<file path="src/rtl/esd_pkg.sv">
// Shared types and constants of the event stream deframer.
package esd_pkg;

	localparam logic [31:0] CRC_POLY = 32'hEDB88320;
	localparam int unsigned PRELUDE_BYTES = 12;
	localparam int unsigned OVERHEAD = 16;
	localparam int unsigned EXC_LEN = 9;
	localparam logic [3:0] MISMATCH = 4'd15;

	localparam logic [1:0] ST_GOOD = 2'd0;
	localparam logic [1:0] ST_PRELUDE_CRC = 2'd1;
	localparam logic [1:0] ST_LENGTH = 2'd2;
	localparam logic [1:0] ST_MSG_CRC = 2'd3;

	typedef enum logic [4:0] {
		PH_PRE = 5'b00001,
		PH_HDR = 5'b00010,
		PH_PAY = 5'b00100,
		PH_CRC = 5'b01000,
		PH_OVF = 5'b10000
	} phase_t;

	typedef enum logic [5:0] {
		HF_NLEN = 6'b000001,
		HF_NAME = 6'b000010,
		HF_TYPE = 6'b000100,
		HF_VHI  = 6'b001000,
		HF_VLO  = 6'b010000,
		HF_VAL  = 6'b100000
	} hfield_t;

	// One result item as it passes through the queue.
	typedef struct packed {
		logic        kind;
		logic [7:0]  payload_byte;
		logic [1:0]  frame_status;
		logic        exception_seen;
		logic [23:0] payload_length;
	} result_t;

	function automatic logic [31:0] crc_byte(input logic [31:0] c_in, input logic [7:0] b);
		logic [31:0] c;
		c = c_in ^ {24'd0, b};
		for (int i = 0; i < 8; i++) begin
			c = c[0] ? ((c >> 1) ^ CRC_POLY) : (c >> 1);
		end
		return c;
	endfunction

	function automatic logic [7:0] exc_char(input logic [3:0] idx);
		logic [7:0] ch;
		case (idx)
			4'd0: ch = 8'h65;
			4'd1: ch = 8'h78;
			4'd2: ch = 8'h63;
			4'd3: ch = 8'h65;
			4'd4: ch = 8'h70;
			4'd5: ch = 8'h74;
			4'd6: ch = 8'h69;
			4'd7: ch = 8'h6F;
			4'd8: ch = 8'h6E;
			default: ch = 8'h00;
		endcase
		return ch;
	endfunction

endpackage

</file>
<file path="src/rtl/event_stream_deframer_crc32_top.sv">
// Top level of the event stream message deframer with CRC-32 checking.
// The block takes a byte stream on s_axis, one byte per item, and parses
// length-prefixed event messages: a 12-byte prelude, headers, payload and a
// trailing CRC-32. Each payload byte leaves on m_axis as a payload item, and
// every message ends with one verdict item that carries the frame status,
// whether a header value read "exception", and the payload byte count.
// A prelude with a bad CRC or a bad length yields a verdict at its twelfth
// byte, and the next byte starts a new prelude.
// While s_axis_tready is high the parser takes one item per cycle; each result
// is registered in the parser and then in the queue before it reaches m_axis.
// The parser registers its result and hands it to a two-entry queue, so the
// input keeps flowing while the receiver takes the previous result.
// When the receiver stalls and the queue fills, s_axis_tready drops; nothing
// is lost. The cfg channel writes max_frame_length and is always ready;
// write it only while the block is idle.
// Reset clears all message state and sets max_frame_length to its maximum.
module event_stream_deframer_crc32_top #(
	parameter int LENGTH_BITS = 24
) (
	input  logic        clk,
	input  logic        arst_n,
	input  logic        s_axis_tvalid,
	output logic        s_axis_tready,
	input  logic [7:0]  s_axis_tdata,   // data_byte
	output logic        m_axis_tvalid,
	input  logic        m_axis_tready,
	// payload_byte[7:0], frame_status[9:8], exception_seen[10], payload_length[34:11]
	output logic [39:0] m_axis_tdata,
	output logic        m_axis_tuser,   // result_kind
	input  logic        cfg_valid,
	output logic        cfg_ready,
	input  logic [23:0] cfg_data        // max_frame_length
);
	import esd_pkg::*;

	logic [23:0] max_len_q;
	logic        res_valid;
	logic        q_ready;
	result_t     res;
	result_t     out_item;
	logic        p_ready;

	assign cfg_ready = 1'b1;

	always_ff @(posedge clk or negedge arst_n) begin
		if (!arst_n) begin
			max_len_q <= 24'hFFFFFF;
		end else if (cfg_valid) begin
			max_len_q <= cfg_data;
		end
	end

	// The parser may advance only when its output register is free or drains.
	assign p_ready = !res_valid || q_ready;

	esd_parser #(.LENGTH_BITS(LENGTH_BITS)) u_parser (
		.clk(clk),
		.arst_n(arst_n),
		.in_valid(s_axis_tvalid),
		.in_byte(s_axis_tdata),
		.max_len(max_len_q),
		.res_ready(p_ready),
		.in_ready(s_axis_tready),
		.res_valid(res_valid),
		.res(res)
	);

	esd_queue u_queue (
		.clk(clk),
		.arst_n(arst_n),
		.wr_valid(res_valid),
		.wr_data(res),
		.wr_ready(q_ready),
		.rd_valid(m_axis_tvalid),
		.rd_data(out_item),
		.rd_ready(m_axis_tready)
	);

	assign m_axis_tuser = out_item.kind;
	assign m_axis_tdata = {5'd0, out_item.payload_length, out_item.exception_seen,
		out_item.frame_status, out_item.payload_byte};
endmodule

</file>
<file path="src/rtl/esd_parser.sv">
// Front part: walks the message byte by byte and produces result items.
module esd_parser #(
	parameter int LENGTH_BITS = 24
) (
	input  logic             clk,
	input  logic             arst_n,
	input  logic             in_valid,
	input  logic [7:0]       in_byte,
	input  logic [23:0]      max_len,
	input  logic             res_ready,
	output logic             in_ready,
	output logic             res_valid,
	output esd_pkg::result_t res
);
	import esd_pkg::*;

	localparam int LB = LENGTH_BITS;

	phase_t          phase_q;
	logic [LB-1:0]   pos_q;
	logic [LB-1:0]   total_q;
	logic [LB-1:0]   hlen_q;
	logic [31:0]     crc_q;
	logic [31:0]     rcrc_q;
	hfield_t         hf_q;
	logic [15:0]     hcnt_q;
	logic [3:0]      match_q;
	logic            exc_q;
	logic [23:0]     pcount_q;

	logic            step;
	logic [LB-1:0]   pos_n;
	logic [31:0]     crc_n;
	logic [LB-1:0]   tot_m4;
	logic [LB-1:0]   hdr_end;
	logic [15:0]     hcnt_dec;
	logic [15:0]     vlen;

	assign in_ready = res_ready;
	assign step = in_valid && in_ready;
	assign pos_n = pos_q + LB'(1);
	assign crc_n = crc_byte(crc_q, in_byte);
	assign tot_m4 = total_q - LB'(4);
	assign hdr_end = LB'(PRELUDE_BYTES) + hlen_q;
	assign hcnt_dec = hcnt_q - 16'd1;
	assign vlen = {hcnt_q[15:8], in_byte};

	// Phase after the byte at pos_q, given the next position.
	function automatic phase_t next_phase(input logic [LB-1:0] np, input logic [LB-1:0] he,
		input logic [LB-1:0] t4);
		if (np < he) return PH_HDR;
		if (np < t4) return PH_PAY;
		return PH_CRC;
	endfunction

	logic          pre_ovf;
	logic [LB-1:0] t_next;
	logic [LB-1:0] h_next;
	logic [31:0]   rc_pre;
	logic          len_bad;
	logic [LB:0]   tot_ext;
	logic [LB+1:0] hdr_lim;

	always_comb begin
		pre_ovf = 1'b0;
		t_next = total_q;
		h_next = hlen_q;
		if (pos_q < LB'(4)) begin
			pre_ovf = total_q[LB-1 -: 8] != 8'd0;
			t_next = {total_q[LB-9:0], in_byte};
		end else if (pos_q < LB'(8)) begin
			pre_ovf = hlen_q[LB-1 -: 8] != 8'd0;
			h_next = {hlen_q[LB-9:0], in_byte};
		end
		rc_pre = rcrc_q ^ ({24'd0, in_byte} << (5'd8 * 5'(4'd11 - pos_q[3:0])));
		tot_ext = {1'b0, total_q};
		hdr_lim = {2'b0, hlen_q} + (LB+2)'(OVERHEAD);
		len_bad = (phase_q == PH_OVF) || (total_q < LB'(OVERHEAD))
			|| ({{LB{1'b0}}, max_len} < {24'd0, total_q})
			|| (hdr_lim > {1'b0, tot_ext});
	end

	always_ff @(posedge clk or negedge arst_n) begin
		if (!arst_n) begin
			phase_q <= PH_PRE;
			pos_q <= '0;
			total_q <= '0;
			hlen_q <= '0;
			crc_q <= '1;
			rcrc_q <= '0;
			hf_q <= HF_NLEN;
			hcnt_q <= '0;
			match_q <= '0;
			exc_q <= 1'b0;
			pcount_q <= '0;
			res_valid <= 1'b0;
			res <= '0;
		end else begin
			if (res_ready) res_valid <= 1'b0;
			if (step) begin
				pos_q <= pos_n;
				case (phase_q)
					PH_PRE, PH_OVF: begin
						total_q <= t_next;
						hlen_q <= h_next;
						if (pre_ovf) phase_q <= PH_OVF;
						crc_q <= crc_n;
						if (pos_q < LB'(8)) begin
							if (pos_q == LB'(7)) rcrc_q <= ~crc_n;
						end else begin
							rcrc_q <= rc_pre;
						end
						if (pos_q == LB'(11)) begin
							if (rc_pre != 32'd0 || len_bad) begin
								res_valid <= 1'b1;
								res <= '{1'b1, 8'd0,
									(rc_pre != 32'd0) ? ST_PRELUDE_CRC : ST_LENGTH,
									1'b0, 24'd0};
								phase_q <= PH_PRE;
								pos_q <= '0;
								total_q <= '0;
								hlen_q <= '0;
								crc_q <= '1;
								rcrc_q <= '0;
								hf_q <= HF_NLEN;
								hcnt_q <= '0;
								match_q <= '0;
								exc_q <= 1'b0;
								pcount_q <= '0;
							end else begin
								rcrc_q <= '0;
								hf_q <= HF_NLEN;
								hcnt_q <= '0;
								match_q <= '0;
								phase_q <= next_phase(pos_n, hdr_end, tot_m4);
							end
						end
					end
					PH_CRC: begin
						if (pos_n < total_q) begin
							rcrc_q <= ((pos_q == tot_m4) ? ~crc_q : rcrc_q)
								^ ({24'd0, in_byte} << (5'd8 * 5'(2'(total_q - LB'(1) - pos_q))));
						end else begin
							res_valid <= 1'b1;
							res <= '{1'b1, 8'd0,
								((((pos_q == tot_m4) ? ~crc_q : rcrc_q)
								^ ({24'd0, in_byte} << (5'd8 * 5'(2'(total_q - LB'(1) - pos_q)))))
								!= 32'd0) ? ST_MSG_CRC : ST_GOOD,
								exc_q, pcount_q};
							phase_q <= PH_PRE;
							pos_q <= '0;
							total_q <= '0;
							hlen_q <= '0;
							crc_q <= '1;
							rcrc_q <= '0;
							hf_q <= HF_NLEN;
							hcnt_q <= '0;
							match_q <= '0;
							exc_q <= 1'b0;
							pcount_q <= '0;
						end
					end
					PH_HDR: begin
						crc_q <= crc_n;
						phase_q <= next_phase(pos_n, hdr_end, tot_m4);
						case (hf_q)
							HF_NLEN: begin
								hcnt_q <= {8'd0, in_byte};
								hf_q <= (in_byte != 8'd0) ? HF_NAME : HF_TYPE;
							end
							HF_NAME: begin
								hcnt_q <= hcnt_dec;
								if (hcnt_dec == 16'd0) hf_q <= HF_TYPE;
							end
							HF_TYPE: hf_q <= HF_VHI;
							HF_VHI: begin
								hcnt_q <= {in_byte, 8'd0};
								hf_q <= HF_VLO;
							end
							HF_VLO: begin
								hcnt_q <= vlen;
								match_q <= (vlen == 16'(EXC_LEN)) ? 4'd0 : MISMATCH;
								hf_q <= (vlen != 16'd0) ? HF_VAL : HF_NLEN;
							end
							default: begin
								if (match_q < 4'(EXC_LEN) && in_byte == exc_char(match_q)) begin
									match_q <= match_q + 4'd1;
									if (hcnt_dec == 16'd0 && match_q == 4'(EXC_LEN - 1))
										exc_q <= 1'b1;
								end else begin
									match_q <= MISMATCH;
								end
								hcnt_q <= hcnt_dec;
								if (hcnt_dec == 16'd0) hf_q <= HF_NLEN;
							end
						endcase
					end
					default: begin
						crc_q <= crc_n;
						pcount_q <= pcount_q + 24'd1;
						phase_q <= next_phase(pos_n, hdr_end, tot_m4);
						res_valid <= 1'b1;
						res <= '{1'b0, in_byte, ST_GOOD, 1'b0, 24'd0};
					end
				endcase
			end
		end
	end
endmodule

</file>
<file path="src/rtl/esd_queue.sv">
// Back part: a two-entry queue that decouples the parser from the output.
module esd_queue (
	input  logic             clk,
	input  logic             arst_n,
	input  logic             wr_valid,
	input  esd_pkg::result_t wr_data,
	output logic             wr_ready,
	output logic             rd_valid,
	output esd_pkg::result_t rd_data,
	input  logic             rd_ready
);
	import esd_pkg::*;

	result_t     mem_q [2];
	logic        wp_q;
	logic        rp_q;
	logic [1:0]  cnt_q;
	logic        push;
	logic        pop;

	assign wr_ready = cnt_q != 2'd2;
	assign rd_valid = cnt_q != 2'd0;
	assign rd_data = mem_q[rp_q];
	assign push = wr_valid && wr_ready;
	assign pop = rd_valid && rd_ready;

	always_ff @(posedge clk) begin
		if (push) mem_q[wp_q] <= wr_data;
	end

	always_ff @(posedge clk or negedge arst_n) begin
		if (!arst_n) begin
			wp_q <= 1'b0;
			rp_q <= 1'b0;
			cnt_q <= 2'd0;
		end else begin
			if (push) wp_q <= ~wp_q;
			if (pop) rp_q <= ~rp_q;
			cnt_q <= cnt_q + {1'b0, push} - {1'b0, pop};
		end
	end
endmodule

</file>
<file path="config.mk">
export PLATFORM = sky130hd
export DESIGN_NAME = event_stream_deframer_crc32_top
export DESIGN_NICKNAME = d
export VERILOG_FILES = /design/src/rtl/esd_pkg.sv /design/src/rtl/event_stream_deframer_crc32_top.sv /design/src/rtl/esd_parser.sv /design/src/rtl/esd_queue.sv
export SDC_FILE = /design/constraint.sdc
export NUM_CORES = 1
export LEC_CHECK = 0
export ABC_AREA = 1
export BUFFER_PORTS_ARGS = -buffer_cell sky130_fd_sc_hd__buf_2
export CAP_MARGIN = 5
export CORE_ASPECT_RATIO = 2
export CORE_MARGIN = 8
export CORE_UTILIZATION = 45
export CTS_CLUSTER_SIZE = 12
export DETAILED_ROUTE_END_ITERATION = 12
export PLACE_DENSITY = 0.67
export SKIP_LAST_GASP = 1
export SLEW_MARGIN = 20
export SYNTH_ARGS = -nofsm -noshare
export SYNTH_HDL_FRONTEND = slang
export SYNTH_SLANG_ARGS = --single-unit
</file>
<file path="constraint.sdc">
create_clock -name clk -period 9.8 [get_ports clk]
set_input_delay 0.49 -clock clk [delete_from_list [all_inputs] [get_ports clk]]
set_output_delay 0.49 -clock clk [all_outputs]
set_load 0.02 [all_outputs]
</file>
; Yosys cells after proc, flatten, opt, wreduce, memory -nomap -nowiden
; Memories as Yosys holds them, arrays and structs flattened.
; Cells that the tools add are included.
[op_classes]
eq_ne = 29
magnitude_cmp = 9
n_addsub = 12
n_reduce_logical = 35
mux = 113
shifts = 2
bitwise_logic = 16
[ops]
columns = operator, count
row1 = 32-bit two-way mux, 16
row2 = 24-bit two-way mux, 13
row3 = 24-bit case mux with 2 select lines, 3
row4 = 32-bit case mux with 2 select lines, 2
row5 = 13-bit NOT with 14-bit output, 8
row6 = 36-bit two-way mux, 3
row7 = 36-bit case mux with 3 select lines, 1
row8 = 24-bit < comparator, 4
row9 = 24-bit case mux with 3 select lines, 1
row10 = 32-bit NOT, 2
row11 = 16-bit case mux with 4 select lines, 1
row12 = 32-bit nonzero test, 2
row13 = 8-bit by 5-bit << shifter with 32-bit output, 2
row14 = 32-bit XOR, 2
row15 = 5-bit two-way mux, 12
row16 = 24-bit by 1-bit adder with 24-bit output (second input constant), 2
row17 = 16-bit case mux with 3 select lines, 1
row18 = 1-bit two-way mux, 36
row19 = 16-bit two-way mux, 2
row20 = 32-bit by 8-bit XOR with 32-bit output, 1
row21 = 6-bit two-way mux, 5
row22 = 6-bit case mux with 5 select lines, 1
row23 = 24-bit by 5-bit adder with 25-bit output (second input constant), 1
row24 = 25-bit by 24-bit > comparator with 1-bit output, 1
row25 = 60 further kinds, 94
[totals]
wordCells = 240
ramBits = 72
ff_bits = 257
mem_count = 2
input_bits = 37
output_inout_bits = 44
mem_bits_ro = 112
[memory_table]
columns = name, depth, width, rd, rd_ports_with_merged_regs, wr, line
row1 = (name not given), 16, 7, 1, 0, 0, esd_pkg.sv:52  ; case (idx)
row2 = u_queue.mem_q, 2, 36, 1, 0, 1, esd_queue.sv:14  ; result_t mem_q [2];

; Depth between registers and ports, before layout
; Gate-level depths: netlist of the first run.
[logic_depth]
depth_word = 22
depth_mapped = 29
ltp_nobuf = 27

; By module
; A second synthesis of the first run with hierarchy kept.
[unflattened]
hier_cells = 3004
hier_area_um2 = 22811.9
[modules_own_cells]
columns = mod, cells_each, n_inst, seq_area_each_um2, area_each_um2
row1 = esd_parser, 2673, 1, 5773.0, 18885.6
row2 = esd_queue, 219, 1, 2262.2, 2861.5
row3 = event_stream_deframer_crc32_top, 112, 1, 630.6, 1064.8

; Least setup slack after synthesis of the first run
; OpenSTA, ideal clock, no wires.
[synth_timing]
kind = flip-flop to flip-flop
startpoint = register u_parser.pos_q[0]
endpoint = register u_parser.hlen_q[10]
n_path_buf = 2
period_less_slack_ns = 4.258
t_required_ns = 9.717
path_stages_with_launch = 25
setup_ns = 0.083
setup_slack_ns = 5.542
t_arrival_ns = 4.175
cell_sequence = dfrtp_1 -> ha_1 -> nand2_1 -> nor4_1 -> nand4_1 -> nor3_1 -> nand3_1 -> nor2_1 -> nand3_1 -> nor2_1 -> nand3_1 -> xor2_1 -> ha_1 -> nand2_1 -> inv_1 -> nand3_1 -> nor3_1 -> o2111ai_1 -> nand3_1 -> nand2_1 -> inv_1 -> clkbuf_1 -> clkbuf_1 -> nand4_1 -> o21ai_0
[synth_between]
elab_chain_cells = 8
word_cells_on_any_way = 17
classes_between = add/sub (2) / order compare (3) / eq/ne (2) / shift (1) / mux (5) / bitwise (1) / reduce/logical (3)
[synth_rtl]
columns = item, line
row1 = from (decl), esd_parser.sv:20  ; logic [LB-1:0] pos_q;
row2 = from (signal assigned), esd_parser.sv:101  ; pos_q <= pos_n;
row3 = "parallel branches: the longest is 8 deep, another holds 24-bit by 1-bit adder with 24-bit output", n/a
row4 = to (signal assigned), esd_parser.sv:105  ; hlen_q <= h_next;
row5 = to (decl), esd_parser.sv:22  ; logic [LB-1:0] hlen_q;
; Several ways; the timed one is not identified.
; A chain may end at the register's enable or synchronous reset.

; Final worst setup path of the first run
[layout_timing]
startpoint = register u_parser.pos_q[0]
endpoint = register u_parser.pcount_q[21]
[layout_between]
elab_chain_cells = 7
word_cells_on_any_way = 12
classes_between = add/sub (2) / order compare (1) / eq/ne (4) / shift (1) / bitwise (1) / reduce/logical (3)
[layout_rtl]
columns = item, line
row1 = "parallel branches: the longest is 6 deep, another holds 24-bit by 1-bit adder with 24-bit output", n/a
row2 = 5-bit AND reduction (no line) (*), n/a
row3 = to (signal assigned), esd_parser.sv:200  ; pcount_q <= pcount_q + 24'd1;
row4 = to (decl), esd_parser.sv:29  ; logic [23:0] pcount_q;
; Every way passes the cells marked *.

==> impl_metrics.env, run 1 <==
export IMPL_hpwl_um=58300
export IMPL_crit_type="flip-flop to flip-flop"
export IMPL_placed_cells=3695
export IMPL_design_area_sq_mm=0.0252
export IMPL_slowest_stage="dfrtp_1"
export IMPL_core_area_sq_mm=0.0515
export IMPL_layout_setup_ws_ns=3.11
export IMPL_antenna_left=0
export IMPL_fp_row_count=118
export IMPL_cts_tree="done"
export IMPL_total_power_w=0.00881
export IMPL_num_vias=21900
export IMPL_synth_compound_area_share_pct=11.6
export IMPL_htree_levels=2
export IMPL_period_minus_slack_ns=6.69
export IMPL_die_h_um=338
export IMPL_cts_made_buffers=35
export IMPL_synth_top_area_cell="dfrtp_1"
export IMPL_postCtsSetupRepairBufs=0
export IMPL_ys_ff_latch=329
export IMPL_ys_warnings_count=0
export IMPL_synth_top_cell_area_share_pct=21.3
export IMPL_drt_initial_drc_count=1921
export IMPL_max_freq_mhz=150
export IMPL_syn_instance_count=3077
export IMPL_io_buffers=74
export IMPL_drtPass1Iterations=7
export IMPL_hold_violations=0
export IMPL_p_per_area_mw_per_mm2=349
export IMPL_ys_seq_area_share_pct=37.1
export IMPL_cts_clk_slew_worst_paths_ns=0.07
export IMPL_gp_congestion=0.999
export IMPL_cts_num_sinks=329
export IMPL_reg2reg_from="u_parser.pos_q[0]$_DFFE_PN0P_"
export IMPL_cts_repair_resized=0
export IMPL_antenna_found_initial=3
export IMPL_swShare_pct=51.6
export IMPL_path_buf_inv=4
export IMPL_maxSlewViolCount=0
export IMPL_synth_top_family_by_area="simple AND/OR/NAND/NOR gates"
export IMPL_power_clock_fraction_pct=14.5
export IMPL_nets=3242
export IMPL_clock_latency_ns=0.56
export IMPL_fin_cells=3762
export IMPL_overflow=0
export IMPL_syn_area_sq_mm=0.0233
export IMPL_wl_per_cell_um=21.3
export IMPL_chipWidth_um=177
export IMPL_seqPwrFrac_pct=27.1
export IMPL_maxCapViolCount=0
export IMPL_fin_crit_sh_pct=68.2
export IMPL_setup_viol=0
export IMPL_ys_top_cells_by_area="dfrtp_1, nand2_1, edfxtp_1"
export IMPL_crit_arrival_ns=7.17
export IMPL_crit_top_cell="nand3_1"
export IMPL_yosys_top_cells_count="nand2_1, inv_1, o21ai_0"
export IMPL_dpl_instance_area_sq_mm=0.0241
export IMPL_critical_path_top_delay_family="simple AND/OR/NAND/NOR gates"
export IMPL_layout_drive_gt1_share_pct=8.58
export IMPL_ir_drop_mv=0.183
export IMPL_slew_headroom_pct=28.0
export IMPL_leakagePower_nw=11.5
export IMPL_cp_end_kind="flip-flop"
export IMPL_synth_edf_count=72
export IMPL_holdCritPathClass="input pin to asynchronous set/reset pin"
export IMPL_post_synth_top_count_cell="nand2_1"
export IMPL_viasPerCell=5.81
export IMPL_yosysUniqueCellTypes=59
export IMPL_yosys_area_share_simple_pct=28.4
export IMPL_max_slew_worst_pin_slew_ns=1.07
export IMPL_grt_pass1_wl_um=123000
export IMPL_ioPinCount=81
export IMPL_dieArea_sq_mm=0.0598
export IMPL_drc=0
export IMPL_internal_power_w=0.00426
export IMPL_first_global_vias=21800
export IMPL_crit_fanout=103
export IMPL_ff2ff_path_depth=27
export IMPL_post_place_ws_ns=3.27
export IMPL_avgSynthCellArea_sq_um=7.58
export IMPL_crit_required_ns=10.28
export IMPL_p_sw_w=0.00455
export IMPL_synthArstFlopShare_pct=78.1
export IMPL_tns_ns=0
export IMPL_critical_path_max_stage_delay_ns=0.73
export IMPL_fill_cells=5051
export IMPL_status="complete, no violations"
export IMPL_synth_flop_cell="dfrtp_1"
export IMPL_cts_hold_buf=0
export IMPL_grt_max_degree=119
export IMPL_startpoint_type="flip-flop"
export IMPL_area_growth_syn_to_layout_pct=8.16
export IMPL_pwr_share_comb_pct=58.4
export IMPL_synth_area_mux_share_pct=1.11
export IMPL_synth_xor_area_share_pct=7.19
export IMPL_clockBufferDepth=3
export IMPL_grt_total_usage_pct=26.6
export IMPL_rsz0062_at_grt="no"
export IMPL_drt_wl_total_um=80100
export IMPL_synth_fa_ha_area_share_pct=7.08
export IMPL_root_buffer="clkbuf_16"
export IMPL_finalClockSkew_ns=0.0280
export IMPL_rr_endpoint="u_parser.pcount_q[21]$_DFFE_PN0P_"
export IMPL_r2r_slack_ns=3.11
export IMPL_initial_utilization_pct=45.3
-- worst max-delay path by stage --
stage,start,endpoint,slack (ns),cells after the start
2_1_floorplan,u_parser.pos_q[0]$_DFFE_PN0P_,u_parser.hlen_q[10]$_DFFE_PN0P_,5.54,24
3_3_place_gp,u_parser.pos_q[0]$_DFFE_PN0P_,u_parser.pcount_q[21]$_DFFE_PN0P_,3.44,26
3_5_place_dp,u_parser.pos_q[1]$_DFFE_PN0P_,u_parser.pcount_q[21]$_DFFE_PN0P_,3.27,26
4_1_cts,u_parser.pos_q[1]$_DFFE_PN0P_,u_parser.pcount_q[21]$_DFFE_PN0P_,3.24,26
5_1_grt,u_parser.pos_q[1]$_DFFE_PN0P_,u_parser.pcount_q[21]$_DFFE_PN0P_,2.29,26
6_report,u_parser.pos_q[0]$_DFFE_PN0P_,u_parser.pcount_q[21]$_DFFE_PN0P_,3.11,27
-- cell usage in the layout, fill, tap and decap left out, drive strengths merged, types with 4 or more instances in the layout --
cell type    n
conb         6
o21a         5
buf         98
nor4        26
ha         132
o21ai      251
a21oi      112
nor3        77
nand2      719
a21o         4
edfxtp      72
xor2       156
inv        287
nand3b      50
o211ai      15
a211oi       5
xnor2       32
a31oi       23
o31ai       36
nand4       98
clkbuf      59
dfrtp      199
nor2       258
nand3      246
o22ai        4
clkinv      11
o2111ai      7
mux2        23
dfstp       58
-- kinds of logic after synthesis --
group                      after synthesis
xor gates and xnor gates               189
and+or+nand+nor                       1482
muxes                                   23
AOI/OAI and AO/OA                      483
buffers and inverters                  437
adders and majority gates              132
DFF                                    329
other                                    2
-- flip-flops by register name, indices dropped and copies added (netlist names) --
| name | flops |
|---|---|
| u_parser.pos_q | 24 |
| u_queue.cnt_q | 2 |
| u_parser.hcnt_q | 16 |
| u_parser.pcount_q | 24 |
| u_parser.hlen_q | 24 |
| max_len_q | 24 |
| u_queue.wp_q | 1 |
| u_parser.rcrc_q | 32 |
| u_queue.rp_q | 1 |
| u_parser.match_q | 4 |
| u_queue.mem_q | 72 |
| u_parser.res | 36 |
| u_parser.exc_q | 1 |
| u_parser.crc_q | 32 |
| u_parser.total_q | 24 |
| u_parser.hf_q | 6 |
| u_parser.res_valid | 1 |
| u_parser.phase_q | 5 |
-- worst reg2reg max path, stage by stage (launching register included) --
cell and delay [ns]:
dfrtp_1 0.73, inv_1 0.47, nor3_1 0.45, nand3_1 0.24, nor2_1 0.14, nand2_1 0.07, nor2_1 0.15, nand3_1 0.10
nor2_1 0.15, nand3_1 0.13, nor2_1 0.19, nand3_1 0.11, xor2_1 0.35, ha_1 0.32, nand2_1 0.09, inv_1 0.04
nand3_1 0.09, o221ai_1 0.14, a21oi_1 0.18, nand3_1 0.20, nand2_1 0.11, buf_4 0.32, nor3_1 0.13, nand2_4 0.72
inv_2 0.31, nand2_1 0.41, o21ai_0 0.15, nor2_1 0.11
-- through the flow --
step | hold slack [ns] | utilization [%]
floorplan | 0.194 | -
global route | 0.114 | 49.0
CTS | 0.0892 | 48.9
detailed placement | 0.452 | 46.8
finish | 0.0214 | 49.0
global placement | 0.452 | 46.8
-- layout make-up --
cell class	instances	area (sq um)	area share [%]
sequential	329	8670	34.3
timing repair buffer	98	584	2.32
inverter	294	1100	4.37
tap	660	826	3.27
multi-input combinational	2315	13000	51.5
clock buffer	59	996	3.95
antenna	3	7.51	0.0298
clock inverter	4	63.8	0.253
-- power groups by stage --
stage                     Sequential [W]  Combinational [W]  Clock (W)
after detailed placement         0.00239            0.00499          0
after global routing             0.00244            0.00571    0.00135
after CTS                        0.00237            0.00502    0.00131
after global placement           0.00238            0.00489          0
after floorplan                  0.00220            0.00364          0
final                            0.00239            0.00514    0.00128
-- metal layers --
metal	vias up	global-route usage, %	wire length [um]
li1	10400	-	-
met1	10300	26.8	27200
met2	901	48.3	41200
met3	326	3.93	4490
met4	4	20.9	7100
met5	-	0	26
(Power assumes the default switching activity.)
==> run 2: changes to the inputs <==
==> constraint.sdc (replaced) <==
create_clock -name clk -period 6.24 [get_ports clk]
set_input_delay 0.312 -clock clk [delete_from_list [all_inputs] [get_ports clk]]
set_output_delay 0.312 -clock clk [all_outputs]
set_load 0.02 [all_outputs]
==> impl_metrics.env, run 2 (synthesized netlist as in run 1, its figures left out) <==
export IMPL_cp_end_kind="flip-flop"
export IMPL_internal_power_w=0.00691
export IMPL_mostFrequentLayoutCell="nand2_1"
export IMPL_wl_met3_um=4330
export IMPL_power_clock_fraction_pct=15.8
export IMPL_startpoint_type="flip-flop"
export IMPL_rsz0062_at_grt="no"
export IMPL_clock_latency_ns=0.56
export IMPL_dpl_instance_area_sq_mm=0.0242
export IMPL_leakagePower_nw=11.8
export IMPL_crit_type="flip-flop to flip-flop"
export IMPL_io_buffers=74
export IMPL_period_minus_slack_ns=5.72
export IMPL_die_h_um=338
export IMPL_placed_cells=3704
export IMPL_reg2reg_from="u_parser.pos_q[1]$_DFFE_PN0P_"
export IMPL_viasPerCell=5.85
export IMPL_max_slew_worst_pin_slew_ns=1.12
export IMPL_grt_pass1_wl_um=125000
export IMPL_drt_wl_total_um=81000
export IMPL_setup_viol=0
export IMPL_p_sw_w=0.00717
export IMPL_p_per_area_mw_per_mm2=548
export IMPL_root_buffer="clkbuf_16"
export IMPL_path_buf_inv=4
export IMPL_post_place_ws_ns=0.509
export IMPL_cts_made_buffers=36
export IMPL_maxCapViolCount=0
export IMPL_final_cell_mix="nand2_1, inv_1, o21ai_0"
export IMPL_register_area_sq_mm=0.00867
export IMPL_antenna_left=0
export IMPL_whs_ns=0.0594
export IMPL_finalClockSkew_ns=0.0210
export IMPL_layout_drive_gt1_share_pct=9.22
export IMPL_hold_violations=0
export IMPL_ff2ff_path_depth=26
export IMPL_max_freq_mhz=175
export IMPL_area_growth_syn_to_layout_pct=10.1
export IMPL_drtPass1Iterations=6
export IMPL_htree_levels=2
export IMPL_antenna_found_initial=0
export IMPL_crit_required_ns=6.71
export IMPL_grt_total_usage_pct=26.9
export IMPL_drc=0
export IMPL_layout_setup_ws_ns=0.522
export IMPL_cts_tree="done"
export IMPL_hold_path_depth=3
export IMPL_cts_num_sinks=329
export IMPL_fin_crit_sh_pct=91.6
export IMPL_seqPwrFrac_pct=26.4
export IMPL_holdCritPathClass="input pin to flip-flop"
export IMPL_swShare_pct=50.9
export IMPL_fp_row_count=118
export IMPL_overflow=0
export IMPL_multiInputGateArea_sq_mm=0.0130
export IMPL_drt_initial_drc_count=1751
export IMPL_startpoint="u_parser.pos_q[1]$_DFFE_PN0P_"
export IMPL_met1_length_um=27100
export IMPL_worst_path_stages=26
export IMPL_wl_per_cell_um=21.3
export IMPL_top_layer="met4"
export IMPL_chipWidth_um=177
export IMPL_maxSlewViolCount=0
export IMPL_gp_congestion=0.994
export IMPL_cts_clk_slew_worst_paths_ns=0.06
export IMPL_clockBufferDepth=3
export IMPL_ioPinCount=81
export IMPL_tns_ns=0
export IMPL_hpwl_um=59700
export IMPL_critical_path_max_stage_delay_ns=0.66
export IMPL_wl_met2_um=41700
export IMPL_top_regs="u_queue.mem_q: 72 flops, u_parser.res: 36 flops"
export IMPL_initial_utilization_pct=45.3
export IMPL_slowest_stage="nor2_1"
export IMPL_ir_drop_mv=0.364
export IMPL_crit_arrival_ns=6.19
export IMPL_num_vias=22200
export IMPL_pwr_share_comb_pct=57.8
export IMPL_min_from="m_axis_tready"
export IMPL_grt_max_degree=88
export IMPL_largest_register="u_queue.mem_q"
export IMPL_design_area_sq_mm=0.0257
export IMPL_core_area_sq_mm=0.0515
export IMPL_dieArea_sq_mm=0.0598
export IMPL_fin_cells=3796
export IMPL_slew_headroom_pct=24.8
export IMPL_fill_cells=5075
export IMPL_first_global_vias=22400
export IMPL_critical_path_top_delay_family="simple AND/OR/NAND/NOR gates"
export IMPL_crit_fanout=19
export IMPL_largest_reg_flops=72
export IMPL_diodes=0
export IMPL_crit_top_cell="nand3_1"
export IMPL_nets=3277
export IMPL_status="complete, no violations"
run 2: metal layers:
| metal | GRT usage, % | vias to the layer above |
|---|---|---|
| li1 | - | 10400 |
| met1 | 26.2 | 10500 |
| met2 | 49.1 | 882 |
| met3 | 3.49 | 358 |
| met4 | 23.4 | 0 |
| met5 | 0 | - |
run 2: through the flow:
| step | total power, W | util, % |
|---|---|---|
| 2_1_floorplan | 0.00919 | - |
| 5_1_grt | 0.0152 | 49.8 |
| 6_report | 0.0141 | 49.8 |
| 3_3_place_gp | 0.0114 | 47.0 |
| 4_1_cts | 0.0139 | 49.8 |
| 3_5_place_dp | 0.0117 | 47.0 |
run 2: timing repair:
| action | CTS | global route |
|---|---|---|
| buffers inserted | 0 | 0 |
| setup endpoints to repair | 0 | 27 |
| endpoints found under the hold margin | 79 | 0 |
| gates resized for setup | 0 | 5 |
| hold buffers | 25 | 0 |
run 2: path summary, 6_finish.rpt:
check | slack [ns] | endpoint
min reg2reg | 0.47 | u_queue.mem_q[0][31]$_DFFE_PP_
max in group asynchronous | 4.30 | u_parser.pos_q[18]$_DFFE_PN0P_
max reg2reg | 0.52 | u_parser.hcnt_q[10]$_DFFE_PN0P_
max | 0.52 | u_parser.hcnt_q[10]$_DFFE_PN0P_
min | 0.06 | u_queue.rp_q$_DFFE_PN0P_
min in group asynchronous | 0.31 | u_parser.rcrc_q[12]$_DFFE_PN0P_
run 2: final cells by class:
cell class,count,share of cell area [%]
multi-input combinational,2316,50.7
sequential,329,33.7
clock inverter,11,0.624
tap,660,3.22
inverter,294,4.31
clock buffer,55,4.02
timing repair buffer,131,3.39
run 2: power by group through the flow:
stage	clock [W]	sequential (W)	combinational, W
after CTS	0.00226	0.00370	0.00799
final	0.00222	0.00372	0.00814
after floorplan	0	0.00346	0.00572
after detailed placement	0	0.00373	0.00793
after global placement	0	0.00371	0.00773
after global routing	0.00234	0.00380	0.00901
run 2: worst min-delay path, delay by kind of cell:
kind / cells / cell delay [ns]
simple gates: 1 / 0.09
buf+inv: 1 / 0.10
xor+xnor: 1 / 0.07
